`config.mk`:
```
export PLATFORM = sky130hd
export DESIGN_NAME = sgr_color_cell_splitter_core
export DESIGN_NICKNAME = d
export VERILOG_FILES = /design/src/rtl/scc_pkg.sv /design/src/rtl/sgr_color_cell_splitter_core.sv /design/src/rtl/scc_front.sv /design/src/rtl/scc_queue.sv /design/src/rtl/scc_back.sv
export SDC_FILE = /design/constraint.sdc
export NUM_CORES = 1
export LEC_CHECK = 0
export ABC_AREA = 0
export BUFFER_PORTS_ARGS = -buffer_cell sky130_fd_sc_hd__buf_2
export CORE_MARGIN = 8
export CORE_UTILIZATION = 30
export CTS_CLUSTER_DIAMETER = 120
export DETAILED_ROUTE_END_ITERATION = 8
export HOLD_SLACK_MARGIN = 0.15
export PLACE_DENSITY_LB_ADDON = 0.08
export SETUP_SLACK_MARGIN = 0.15
export SYNTH_ARGS = -nofsm -noshare
export SYNTH_HDL_FRONTEND = slang
export SYNTH_HIERARCHICAL = 1
export SYNTH_SLANG_ARGS = --single-unit
```
`constraint.sdc`:
```
create_clock -name clock -period 61.6 [get_ports clock]
set_input_delay 3.08 -clock clock [delete_from_list [all_inputs] [get_ports clock]]
set_output_delay 3.08 -clock clock [all_outputs]
set_load 0.01 [all_outputs]
```
`src/rtl/scc_pkg.sv`:
```
// types, constants and helper functions shared by the color cell splitter
// no dependencies; imported by scc_front, scc_queue, scc_back and the top level
package scc_pkg;

   localparam logic [7:0] ESC_CODE  = 8'h1B;
   localparam logic [7:0] CHAR_LBRK = 8'h5B;
   localparam logic [7:0] CHAR_SEMI = 8'h3B;
   localparam logic [7:0] CHAR_ZERO = 8'h30;
   localparam logic [7:0] CHAR_NINE = 8'h39;

   localparam logic [9:0] PARAM_MAX    = 10'd1023;
   localparam logic [9:0] SGR_RESET    = 10'd0;
   localparam logic [9:0] SGR_NORMAL   = 10'd22;
   localparam logic [9:0] SGR_FG_LO    = 10'd30;
   localparam logic [9:0] SGR_FG_HI    = 10'd37;
   localparam logic [9:0] SGR_FG_DEF   = 10'd39;
   localparam logic [9:0] SGR_FG_BR_LO = 10'd90;
   localparam logic [9:0] SGR_FG_BR_HI = 10'd97;

   localparam logic KIND_CELL = 1'b0;
   localparam logic KIND_ROW  = 1'b1;

   typedef struct packed {
      logic        kind;
      logic [31:0] cell_bytes;
      logic [2:0]  cell_len;
      logic [6:0]  color;
      logic [7:0]  column;
      logic [8:0]  row_cells;
      logic [8:0]  widest;
      logic        color_seen;
   } result_type;

   // up to three results caused by one request
   typedef struct packed {
      logic [1:0]            count;
      result_type [2:0]      res;
   } bundle_type;

   function automatic logic is_color_code(logic [9:0] v);
      return ((v >= SGR_FG_LO) && (v <= SGR_FG_HI)) || (v == SGR_FG_DEF) ||
             ((v >= SGR_FG_BR_LO) && (v <= SGR_FG_BR_HI));
   endfunction

   // color after a sequence ends
   function automatic logic [6:0] end_color(logic present, logic [9:0] v,
                                            logic [6:0] cur);
      logic [6:0] c;
      c = cur;
      if (present) begin
         if (is_color_code(v)) c = v[6:0];
         if (v == SGR_RESET) c = 7'd0;
      end
      return c;
   endfunction

   // color after a separator
   function automatic logic [6:0] sep_color(logic present, logic [9:0] v,
                                            logic [6:0] cur);
      logic [6:0] c;
      c = cur;
      if (present) begin
         if (is_color_code(v)) c = v[6:0];
         if ((v == SGR_RESET) || (v == SGR_NORMAL)) c = 7'd0;
      end
      return c;
   endfunction

   function automatic logic [2:0] lead_length(logic [7:0] b);
      logic [2:0] len;
      if (b[7] == 1'b0)             len = 3'd1;
      else if (b[7:5] == 3'b110)    len = 3'd2;
      else if (b[7:4] == 4'b1110)   len = 3'd3;
      else if (b[7:3] == 5'b11110)  len = 3'd4;
      else                          len = 3'd1;
      return len;
   endfunction

endpackage

```
`src/rtl/sgr_color_cell_splitter_core.sv`:
```
// top level of the color cell splitter: text bytes in, colored display cells out
// instantiates scc_front, scc_queue and scc_back; uses scc_pkg
//
// usage
// - request channel: one text byte per request (tdata), tuser bit 0 says the
//   byte is present, tuser bit 1 starts a new image, tlast closes the row
// - response channel: one cell or one row summary per response; tuser is the
//   kind (0 cell, 1 row summary), tlast marks the final response of a request
// - a request gives zero to three responses; escape sequences give none
// - the first response of a request is held in a queue entry, then in the response register
// - throughput: one request per cycle while req_tready is high; responses leave one per
//   cycle while rsp_tready is high, so a burst of requests with several responses each is paced by the response port
// - the front end decodes a request combinationally into a bundle, a
//   four-entry queue holds bundles, the back end drains them through a register
// - when the receiver stalls the response register holds; requests keep being
//   taken until the queue fills, then req_tready drops
// - reset (synchronous) clears all parser, row and image state; no warm-up pass
module sgr_color_cell_splitter_core #(
   parameter int MAX_COLS = 256
) (
   input  logic        clock,
   input  logic        reset,
   input  logic        req_tvalid,
   output logic        req_tready,
   input  logic [7:0]  req_tdata,   // data_byte
   input  logic [1:0]  req_tuser,   // byte_valid, image_start
   input  logic        req_tlast,   // row_end
   output logic        rsp_tvalid,
   input  logic        rsp_tready,
   output logic [71:0] rsp_tdata,   // cell_bytes, cell_len, color, column, row_cells,
                                    // widest, color_seen, zero pad
   output logic        rsp_tuser,   // kind
   output logic        rsp_tlast    // last
);
   import scc_pkg::*;

   logic       take;
   logic       push;
   logic       pop;
   logic       full;
   logic       empty;
   bundle_type bundle;
   bundle_type head;
   result_type out_data;

   assign req_tready = !full;
   assign take       = req_tvalid && req_tready;

   scc_front #(
      .MAX_COLS(MAX_COLS)
   ) u_front (
      .clock      (clock),
      .reset      (reset),
      .take       (take),
      .data_byte  (req_tdata),
      .byte_valid (req_tuser[0]),
      .row_end    (req_tlast),
      .image_start(req_tuser[1]),
      .push       (push),
      .bundle     (bundle)
   );

   scc_queue u_queue (
      .clock    (clock),
      .reset    (reset),
      .push     (push),
      .push_data(bundle),
      .pop      (pop),
      .full     (full),
      .empty    (empty),
      .head     (head)
   );

   scc_back u_back (
      .clock    (clock),
      .reset    (reset),
      .empty    (empty),
      .head     (head),
      .pop      (pop),
      .out_valid(rsp_tvalid),
      .out_ready(rsp_tready),
      .out_data (out_data),
      .out_last (rsp_tlast)
   );

   assign rsp_tuser = out_data.kind;
   assign rsp_tdata = {3'b000, out_data.color_seen, out_data.widest, out_data.row_cells,
                       out_data.column, out_data.color, out_data.cell_len,
                       out_data.cell_bytes};

endmodule

```
`src/rtl/scc_front.sv`:
```
// front end: escape parsing, utf-8 gathering and row bookkeeping
// produces one bundle of up to three results per request; uses scc_pkg
module scc_front #(
   parameter int MAX_COLS = 256
) (
   input  logic               clock,
   input  logic               reset,
   input  logic               take,
   input  logic [7:0]         data_byte,
   input  logic               byte_valid,
   input  logic               row_end,
   input  logic               image_start,
   output logic               push,
   output scc_pkg::bundle_type bundle
);
   import scc_pkg::*;

   localparam int CW = $clog2(MAX_COLS + 1);
   localparam logic [CW-1:0] MAX_C = CW'(MAX_COLS);

   logic          esc_pending_ff, esc_pending_in;
   logic          in_params_ff, in_params_in;
   logic [9:0]    param_value_ff, param_value_in;
   logic          param_present_ff, param_present_in;
   logic [6:0]    color_ff, color_in;
   logic [31:0]   gather_bytes_ff, gather_bytes_in;
   logic [2:0]    gather_count_ff, gather_count_in;
   logic [2:0]    gather_need_ff, gather_need_in;
   logic [CW-1:0] column_ff, column_in;
   logic [CW-1:0] widest_ff, widest_in;
   logic          any_color_ff, any_color_in;

   function automatic result_type make_cell(logic [31:0] bytes, logic [2:0] len,
                                            logic [6:0] color, logic [CW-1:0] col,
                                            logic [CW-1:0] wid, logic anyc);
      result_type r;
      r.kind       = KIND_CELL;
      r.cell_bytes = bytes;
      r.cell_len   = len;
      r.color      = color;
      r.column     = 8'(col);
      r.row_cells  = 9'd0;
      r.widest     = 9'(wid);
      r.color_seen = anyc;
      return r;
   endfunction

   always_comb begin
      logic [1:0]  n;
      logic        skip;
      logic [7:0]  b;
      logic [2:0]  len;
      logic [13:0] v;
      result_type  summary;

      esc_pending_in   = esc_pending_ff;
      in_params_in     = in_params_ff;
      param_value_in   = param_value_ff;
      param_present_in = param_present_ff;
      color_in         = color_ff;
      gather_bytes_in  = gather_bytes_ff;
      gather_count_in  = gather_count_ff;
      gather_need_in   = gather_need_ff;
      column_in        = column_ff;
      widest_in        = widest_ff;
      any_color_in     = any_color_ff;
      n                = 2'd0;
      skip             = 1'b0;
      b                = data_byte;
      len              = 3'd0;
      v                = 14'd0;
      summary          = '0;
      bundle           = '0;

      if (image_start) begin
         widest_in    = '0;
         any_color_in = 1'b0;
      end

      if (byte_valid && (column_in < MAX_C)) begin
         if (gather_need_in != 3'd0) begin
            gather_bytes_in = gather_bytes_in |
                              (32'(b) << {gather_count_in[1:0], 3'b000});
            gather_count_in = gather_count_in + 3'd1;
            if (gather_count_in >= gather_need_in) begin
               if (column_in < MAX_C) begin
                  bundle.res[n] = make_cell(gather_bytes_in, gather_count_in, color_in,
                                            column_in, widest_in, any_color_in);
                  n = n + 2'd1;
                  column_in = column_in + CW'(1);
               end
               gather_bytes_in = '0;
               gather_count_in = '0;
               gather_need_in  = '0;
            end
         end else if (in_params_in) begin
            if ((b >= CHAR_ZERO) && (b <= CHAR_NINE)) begin
               v = 14'(param_value_in) * 14'd10 + 14'(b - CHAR_ZERO);
               param_value_in   = (v > 14'(PARAM_MAX)) ? PARAM_MAX : v[9:0];
               param_present_in = 1'b1;
            end else if (b == CHAR_SEMI) begin
               color_in = sep_color(param_present_in, param_value_in, color_in);
               param_value_in   = '0;
               param_present_in = 1'b0;
            end else begin
               color_in = end_color(param_present_in, param_value_in, color_in);
               in_params_in     = 1'b0;
               param_value_in   = '0;
               param_present_in = 1'b0;
               if (color_in != 7'd0) any_color_in = 1'b1;
            end
         end else begin
            if (esc_pending_in) begin
               esc_pending_in = 1'b0;
               if (b == CHAR_LBRK) begin
                  in_params_in     = 1'b1;
                  param_value_in   = '0;
                  param_present_in = 1'b0;
                  skip             = 1'b1;
               end else begin
                  if (column_in < MAX_C) begin
                     bundle.res[n] = make_cell(32'(ESC_CODE), 3'd1, color_in,
                                               column_in, widest_in, any_color_in);
                     n = n + 2'd1;
                     column_in = column_in + CW'(1);
                  end
                  if (column_in >= MAX_C) skip = 1'b1;
               end
            end
            if (!skip) begin
               if (b == ESC_CODE) begin
                  esc_pending_in = 1'b1;
               end else begin
                  len = lead_length(b);
                  if (len == 3'd1) begin
                     if (column_in < MAX_C) begin
                        bundle.res[n] = make_cell(32'(b), 3'd1, color_in,
                                                  column_in, widest_in, any_color_in);
                        n = n + 2'd1;
                        column_in = column_in + CW'(1);
                     end
                  end else begin
                     gather_bytes_in = 32'(b);
                     gather_count_in = 3'd1;
                     gather_need_in  = len;
                  end
               end
            end
         end
      end

      if (row_end) begin
         if (in_params_in) begin
            color_in = end_color(param_present_in, param_value_in, color_in);
            in_params_in     = 1'b0;
            param_value_in   = '0;
            param_present_in = 1'b0;
            if (color_in != 7'd0) any_color_in = 1'b1;
         end
         if (esc_pending_in) begin
            esc_pending_in = 1'b0;
            if (column_in < MAX_C) begin
               bundle.res[n] = make_cell(32'(ESC_CODE), 3'd1, color_in,
                                         column_in, widest_in, any_color_in);
               n = n + 2'd1;
               column_in = column_in + CW'(1);
            end
         end
         if (gather_need_in != 3'd0) begin
            if (column_in < MAX_C) begin
               bundle.res[n] = make_cell(gather_bytes_in, gather_count_in, color_in,
                                         column_in, widest_in, any_color_in);
               n = n + 2'd1;
               column_in = column_in + CW'(1);
            end
            gather_bytes_in = '0;
            gather_count_in = '0;
            gather_need_in  = '0;
         end
         if (column_in > widest_in) widest_in = column_in;
         summary.kind       = KIND_ROW;
         summary.row_cells  = 9'(column_in);
         summary.widest     = 9'(widest_in);
         summary.color_seen = any_color_in;
         bundle.res[n]      = summary;
         n = n + 2'd1;
         column_in        = '0;
         color_in         = 7'd0;
         esc_pending_in   = 1'b0;
         in_params_in     = 1'b0;
         param_value_in   = '0;
         param_present_in = 1'b0;
      end

      bundle.count = n;
   end

   assign push = take && (bundle.count != 2'd0);

   always_ff @(posedge clock) begin
      if (reset) begin
         esc_pending_ff   <= 1'b0;
         in_params_ff     <= 1'b0;
         param_value_ff   <= '0;
         param_present_ff <= 1'b0;
         color_ff         <= '0;
         gather_bytes_ff  <= '0;
         gather_count_ff  <= '0;
         gather_need_ff   <= '0;
         column_ff        <= '0;
         widest_ff        <= '0;
         any_color_ff     <= 1'b0;
      end else if (take) begin
         esc_pending_ff   <= esc_pending_in;
         in_params_ff     <= in_params_in;
         param_value_ff   <= param_value_in;
         param_present_ff <= param_present_in;
         color_ff         <= color_in;
         gather_bytes_ff  <= gather_bytes_in;
         gather_count_ff  <= gather_count_in;
         gather_need_ff   <= gather_need_in;
         column_ff        <= column_in;
         widest_ff        <= widest_in;
         any_color_ff     <= any_color_in;
      end
   end

endmodule

```
`src/rtl/scc_queue.sv`:
```
// four-entry bundle queue between front and back end
// uses scc_pkg for the bundle type
module scc_queue (
   input  logic                clock,
   input  logic                reset,
   input  logic                push,
   input  scc_pkg::bundle_type push_data,
   input  logic                pop,
   output logic                full,
   output logic                empty,
   output scc_pkg::bundle_type head
);
   import scc_pkg::*;

   localparam int DEPTH = 4;

   bundle_type entry_ff [DEPTH];
   logic [1:0] wr_ptr_ff, wr_ptr_in;
   logic [1:0] rd_ptr_ff, rd_ptr_in;
   logic [2:0] fill_ff, fill_in;

   assign full  = (fill_ff == 3'(DEPTH));
   assign empty = (fill_ff == 3'd0);
   assign head  = entry_ff[rd_ptr_ff];

   always_comb begin
      wr_ptr_in = wr_ptr_ff + (push ? 2'd1 : 2'd0);
      rd_ptr_in = rd_ptr_ff + (pop ? 2'd1 : 2'd0);
      fill_in   = fill_ff + (push ? 3'd1 : 3'd0) - (pop ? 3'd1 : 3'd0);
   end

   always_ff @(posedge clock) begin
      if (reset) begin
         wr_ptr_ff <= '0;
         rd_ptr_ff <= '0;
         fill_ff   <= '0;
      end else begin
         wr_ptr_ff <= wr_ptr_in;
         rd_ptr_ff <= rd_ptr_in;
         fill_ff   <= fill_in;
      end
   end

   always_ff @(posedge clock) begin
      if (push) entry_ff[wr_ptr_ff] <= push_data;
   end

endmodule

```
`src/rtl/scc_back.sv`:
```
// back end: serializes queued bundles into single results on the output register
// uses scc_pkg for the bundle and result types
module scc_back (
   input  logic                clock,
   input  logic                reset,
   input  logic                empty,
   input  scc_pkg::bundle_type head,
   output logic                pop,
   output logic                out_valid,
   input  logic                out_ready,
   output scc_pkg::result_type out_data,
   output logic                out_last
);
   import scc_pkg::*;

   logic       out_valid_ff, out_valid_in;
   result_type out_data_ff, out_data_in;
   logic       out_last_ff, out_last_in;
   logic [1:0] idx_ff, idx_in;
   logic       load;
   logic       final_one;

   assign load      = !out_valid_ff || out_ready;
   assign final_one = (2'(idx_ff + 2'd1) == head.count);
   assign pop       = load && !empty && final_one;

   always_comb begin
      out_valid_in = out_valid_ff;
      out_data_in  = out_data_ff;
      out_last_in  = out_last_ff;
      idx_in       = idx_ff;
      if (load) begin
         out_valid_in = !empty;
         if (!empty) begin
            out_data_in = head.res[idx_ff];
            out_last_in = final_one;
            idx_in      = final_one ? 2'd0 : idx_ff + 2'd1;
         end
      end
   end

   always_ff @(posedge clock) begin
      if (reset) begin
         out_valid_ff <= 1'b0;
         out_last_ff  <= 1'b0;
         idx_ff       <= '0;
      end else begin
         out_valid_ff <= out_valid_in;
         out_last_ff  <= out_last_in;
         idx_ff       <= idx_in;
      end
   end

   always_ff @(posedge clock) begin
      out_data_ff <= out_data_in;
   end

   assign out_valid = out_valid_ff;
   assign out_data  = out_data_ff;
   assign out_last  = out_last_ff;

endmodule
```
==> results.md, run 1 <==
- Post-synth top cells: 918 x edfxtp_1, 226 x nor2_1, 217 x nand2_1
- Internal: 1.37 mW
- Fin. max-slew vios: 0
- Total Routing Usage GR: 16.6%
- NetSw: 0.538 mW
- Multi-input gate area: 15200 sq um
- Die width: 407 microns
- Max_slew headroom: 23.1%
- H-tree levels: 3
- RSZ-0062 raised after global routing: false
- CP arrival: 11.35 ns
- Area grow syn2layout: 13.7%
- Crit path largest cell delay: 0.74 ns
- Crit end category: flop
- Root Driver: clkbuf_16
- Synthesized flop and latch total: 1006
- Port-buffer cells: 87
- Sequential Power Share: 44.6%
- Via Count: 27872
- CTS Hold Bufs: 0
- Skew-Pair Late Insertion Delay: 0.73 ns
- I/O pin cnt: 91
- CP startpoint kind: input pin
- DIE HEIGHT: 407 microns
- Outcome: complete, no violations
- Final nets: 3282
- Drt total wl: 140000 microns
- CP Max Fanout: 18
- WP buf/inv: 6
- Comb pwr share: 20.2%
- Maximum VDD drop: 0.0329 mV
- Ys flop type: edfxtp_1
- Worst hold path type: flop to flop
- Pwr/cell area: 36.8 nW/um^2
- Count leader, synth: edfxtp_1
- Largest net degree at the start of global routing: 77
- Critical path's top delay family: compound AO/OA/AOI/OAI gates
- Sink Count: 1006
- Fill cells: 14839
- Synth Instances: 3127
- Postcts setup bufs: 0
- Final instance area: 52000 sq um
- Num CTS Buffers: 114
- GRT overflow: 0
- DP Area: 48300 sq um
- CTS tree: yes
- Share of cells above drive strength 1: 18.8%
- Initial Utilization: 30.2%
- Core Box Area: 152000 sq um
- Cell area after synthesis: 45700 sq um
- Minimum clock period: 10.84 ns
- Clock slew at reported path FFs: 0.06 ns
- TNS Setup: 0 ns
- Top cell type's share of synthesized area: 60.3%
- Vias in the first global route: 28788
- Syn Area/Cell: 14.6 sq um
- Residual DRC: 0
- Synth Warn #: 6
- Final HPWL DP: 88300 microns
- Average wire per standard cell: 26.2 microns
- Avg Vias per Cell: 5.23
- Clock share of power: 35.1%
- Top cells by area, synth: edfxtp_1 60%, mux4_2 10%, dfxtp_1 3.9%
- Final Setup Violations: 0
- Routability cong.: 0.872
- Sw Share: 28.1%
- Max Cap Viol: 0
- Register area: 29300 sq um
- DR pass1 iterations: 6
- Die area: 165000 sq um
- Final Hold Viols: 0
- Critical path class: input pin to flop
- Transition time at the pin with the least slew margin: 1.15 ns
- Yosys cell types: 106
- Layout Skew: 0.0353 ns
- Fin crit share: 17.6%
- Seq/Total Area, Yosys: 64.1%
- P_leak: 16.7 nW
- Max Clk Rate: 0.0922 GHz
- Cell accounting for the most synthesized area: edfxtp_1
- Post-cts sizing count: 0
- Slowest-stage cell, CP: o21ai_1
- CP Data Required Time: 62.10 ns
- Worst-case clock buffer depth: 3
- Routed Antenna Nets: 0
- Post-synth ARST share: 0%
- Number of flops mapped to enable cells by yosys: 918
- Initial antenna violation count: 6
- Starting DRT DRC Count: 2143
- First-pass GRT wire length: 204000 microns
- Row count: 143
## worst reg2reg max path, delay by kind of cell, from the launching register on
kind                       cells  cell delay [ns]
adders and majority gates      4             0.98
buffers and inverters          4             2.18
DFF                            1             0.59
AOI/OAI and AO/OA              8             2.85
muxes                          1             0.32
xor gates and xnor gates       1             0.25
and+or+nand+nor                5             1.42
## placed cells by master, fill, tap and decap left out, types with 10 or more instances in the layout
cell type / instances
mux2i_1: 90
a211oi_1: 18
or2_2: 30
a2bb2oi_1: 10
clkbuf_16: 114
nand4_1: 20
and2_1: 16
edfxtp_1: 918
o21a_1: 12
o21ai_1: 75
nor2_1: 223
mux4_2: 212
a22oi_1: 24
clkbuf_1: 24
nor3_1: 31
nor2b_1: 41
a21o_1: 12
o211ai_1: 27
inv_1: 62
ha_1: 65
nand3_1: 36
clkinv_2: 16
o22ai_1: 68
clkinv_1: 26
dfxtp_1: 84
or3_1: 14
a21oi_1: 189
buf_4: 66
xor2_1: 18
o31ai_1: 11
o21ai_0: 77
a31oi_1: 15
nand2b_1: 71
nand2_1: 216
buf_2: 86
and3_1: 16
bufinv_16: 11
xnor2_1: 27
## metrics by stage
stage | cells | hold WS [ns] | utilization [%] | worst slack, ns | power (mW)
global route | 5325 | 0.483 | 34.3 | 50.20 | 2.00
detailed placement | 5113 | 0.444 | 31.8 | 50.02 | 1.27
global placement | 5113 | 0.437 | 31.8 | 50.16 | 1.27
floorplan | 3129 | 0.429 | - | 37.91 | 1.15
CTS | 5325 | 0.458 | 34.3 | 50.88 | 1.96
finish | 5329 | 0.454 | 34.3 | 50.76 | 1.91
## metal layers
metal,part of all wire (%),up-vias,GRT usage [%]
met5,0.0093,-,0
met4,2.6,2,4.97
met3,4.7,200,2.40
met2,46,744,26.3
met1,47,14522,23.7
li1,-,12404,-
## power groups by stage
stage | Sequential, mW | Combinational (mW) | Clock [mW]
floorplan | 0.888 | 0.262 | 0
global placement | 0.867 | 0.403 | 0
detailed placement | 0.869 | 0.403 | 0
CTS | 0.856 | 0.404 | 0.696
global route | 0.861 | 0.424 | 0.720
finish | 0.854 | 0.387 | 0.672
## cells by family after synthesis
group | after synthesis | synth area share (%)
flops | 1006 | 64.1
simple gates | 782 | 8.46
compound gates | 649 | 9.12
mux | 310 | 12.6
buf+inv | 262 | 2.76
fa+ha+maj | 68 | 1.91
xor+xnor | 49 | 1.02
other cells | 1 | 0.00820
## final timing paths
| check | depth (start not counted) | end | slack, ns | startpoint |
|---|---|---|---|---|
| max | 29 | u_queue/entry_ff[3][4] | 50.76 | req_tdata[5] |
| min | 1 | u_front/widest_ff[5] | 0.45 | u_front/widest_ff[5] |
| max reg2reg | 23 | u_queue/entry_ff[2][108] | 52.57 | u_front/gather_count_ff[0] |
| min reg2reg | 1 | u_front/widest_ff[5] | 0.45 | u_front/widest_ff[5] |
## final cells by class
| class | instances | area share [%] |
|---|---|---|
| Sequential cell | 1006 | 56.4 |
| Multi-Input combinational cell | 1861 | 29.3 |
| Clock buffer | 142 | 5.76 |
| Tap cell | 2030 | 4.88 |
| Timing Repair Buffer | 153 | 1.82 |
| Clock inverter | 70 | 1.38 |
| Inverter | 63 | 0.455 |
| Antenna cell | 4 | 0.0192 |
## state kept, by name, indices dropped and copies added (netlist names), 7 cells and up
name and cells:
u_front/param_value_ff 10, u_front/color_ff 7, u_queue/entry_ff 848, u_back/out_data 70
u_front/widest_ff 9, u_front/column_ff 9, u_front/gather_bytes_ff 32
Power figures use the tool's default switching activity.
==> inputs of run 2 (changes only) <==
Clock period 61.6 ns to 9.82 ns, I/O delays scaled along.
==> run 2 against run 1 <==
  * Wire length is 0.57% higher
  * Combinational power rose to 6.3 times the previous value
  * Non-clock buffer count increased by 6
  * Hold slack worse by 0.19 ns
  * Count of clock-buffer cells in the layout rose by 6
  * Power rose to 6.2 times the previous value
  * Design area rose by 0.11%
  * Clock power increased to 6.0 times the previous value
  * Setup slack worse by 49 ns
==> results.md, run 2 (synthesis results as in run 1) <==
- Worst Hold Margin: 0.267 ns (-0.187 ns)
- Worst setup path startpoint: u_front/gather_count_ff[0]
- Fill cells: 14802 (-0.25%)
- DR pass1 iterations: 5 (-1)
- Postcts setup bufs: 0 (unchanged)
- Most common cell after layout, fill and taps aside: edfxtp_1
- Area grow syn2layout: 13.8%
- Final core utilization: 34.3% (+0.039 points)
- H-tree levels: 3 (unchanged)
- CP Max Fanout: 21 (+3)
- Fin crit share: 87.0%
- Sink Count: 1006 (unchanged)
- First-pass GRT wire length: 204000 microns (-0.17%)
- CP Data Required Time: 10.30 ns (-51.80 ns)
- Final HPWL DP: 90300 microns (+2.3%)
- Sequential Power Share: 45.2% (+0.6 points)
- CTS tree: yes
- Slowest-stage cell, CP: o21ai_1
- Total Routing Usage GR: 16.7% (+0.091 points)
- Final nets: 3288 (+0.18%)
- Avg Vias per Cell: 5.21 (-0.43%)
- Largest register FFs: 848 (unchanged)
- Num CTS Buffers: 114 (unchanged)
- Post-cts sizing count: 0 (unchanged)
- Critical path's top delay family: compound AO/OA/AOI/OAI gates
- Worst r2r src: u_front/gather_count_ff[0]
- Routability cong.: 0.839 (-3.7%)
- Transition time at the pin with the least slew margin: 1.17 ns (+0.0164 ns)
- Reg-to-reg setup timing slack: 1.28 ns (-51.29 ns)
- Max Cap Viol: 0 (unchanged)
- Worst hold start: reset
- Die area: 165000 sq um (unchanged)
- TNS Setup: 0 ns (unchanged)
- Die width: 407 microns (unchanged)
- Worst hold path type: input pin to flop
- Port-buffer cells: 87 (unchanged)
- Clock share of power: 34.1% (-1.0 points)
- Maximum VDD drop: 0.148 mV (+350%)
- Worst slack, placed: 1.19 ns (-48.83 ns)
- Critical path class: flop to flop
- Root Driver: clkbuf_16
- Internal: 8.45 mW (+520%)
- Final setup margin: 1.28 ns (-49.48 ns)
- CP arrival: 9.03 ns (-2.32 ns)
- Final Non-Filler Cells: 5335 (+0.11%)
- Outcome: complete, no violations
- Max Clk Rate: 0.117 GHz
- Average wire per standard cell: 26.3 microns (+0.46%)
- Worst-case clock buffer depth: 3 (unchanged)
- Initial antenna violation count: 6 (unchanged)
- DP Area: 48500 sq um (+0.45%)
- Pwr/cell area: 227 nW/um^2 (+520%)
- Pwr Total: 11.8 mW (+520%)
- Largest net degree at the start of global routing: 80 (+3.9%)
- Skew-Pair Late Insertion Delay: 0.74 ns (about the same)
- Residual DRC: 0 (unchanged)
- Row count: 143 (unchanged)
- Final instance area: 52100 sq um (+0.11%)
- WP buf/inv: 3 (-3)
- Max_slew headroom: 22.0% (-1.1 points)
- P_leak: 16.7 nW (about the same)
- Crit end category: flop
- Initial Utilization: 30.2% (unchanged)
- Sw Share: 28.6% (+0.45 points)
- Comb pwr share: 20.7% (+0.5 points)
- Drt total wl: 140000 microns (+0.57%)
- Most frequent cells in the layout: 918 x edfxtp_1, 223 x nor2_1, 216 x nand2_1, 212 x mux4_2, 188 x a21oi_1
- Fin. max-slew vios: 0 (unchanged)
- Placed Cells: 5118 (+0.098%)
- I/O pin cnt: 91 (unchanged)
- NetSw: 3.38 mW (+530%)
- Via Count: 27783 (-0.32%)
- Reg with most FFs: u_queue/entry_ff
- DIE HEIGHT: 407 microns (unchanged)
- GRT overflow: 0 (unchanged)
- CTS Hold Bufs: 1 (+1)
- RSZ-0062 raised after global routing: false
- Starting DRT DRC Count: 1874 (-13%)
- Minimum clock period: 8.54 ns
- Final Setup Violations: 0 (unchanged)
- Share of cells above drive strength 1: 19.2% (+0.40 points)
- Crit path largest cell delay: 0.77 ns (+0.03 ns)
- Core Box Area: 152000 sq um (unchanged)
- Vias in the first global route: 28745 (-0.15%)
- CP startpoint kind: flop
- Clock slew at reported path FFs: 0.07 ns (about the same)
- Final Hold Viols: 0 (unchanged)
- Routed Antenna Nets: 0 (unchanged)
- Layout Skew: 0.0440 ns (+0.00866 ns)
## run 2: changes by cell type in the layout (fill, tap and decap cells not counted), moves of 2 or more
cell	delta
buf_12	+9
bufinv_16	-8
clkinv_2	+5
buf_4	-4
clkbuf_1	+4
clkinv_1	-4
ha_1	-2
mux2i_1	-2
mux2i_2	+2
## run 2: path summary, 6_finish.rpt
kind,cells past startpoint,end
worst min-delay path,2,u_queue/fill_ff[2]
worst min register to register,1,u_front/widest_ff[5]
worst max-delay path,26,u_queue/entry_ff[3][4]
worst max register to register,26,u_queue/entry_ff[3][4]
## run 2: routing by layer
| layer | vias to the layer above | routed length (microns) | track usage (%) |
|---|---|---|---|
| li1 | 12390 | - | - |
| met1 | 14495 | 65100 | 23.3 |
| met2 | 717 | 65200 | 26.9 |
| met3 | 177 | 6560 | 2.70 |
| met4 | 4 | 3360 | 4.88 |
| met5 | - | 27 | 0 |
## run 2: power groups by stage
stage                     combinational (mW)  sequential [mW]  clock (mW)
after global routing                    2.68             5.40        4.32
after global placement                  2.54             5.44           0
after floorplan                         1.65             5.49           0
final                                   2.45             5.35        4.03
after detailed placement                2.54             5.45           0
after CTS                               2.55             5.37        4.17
## run 2: layout make-up
type / count / area (sq um) / share of cell area (%)
antenna: 5 / 12.5 / 0.0240
clock buffer: 148 / 3050 / 5.86
clock inverter: 63 / 494 / 0.949
inverter: 63 / 239 / 0.459
multi-input combinational: 1861 / 15300 / 29.4
sequential: 1006 / 29300 / 56.3
tap: 2030 / 2540 / 4.88
timing repair buffer: 159 / 1110 / 2.12
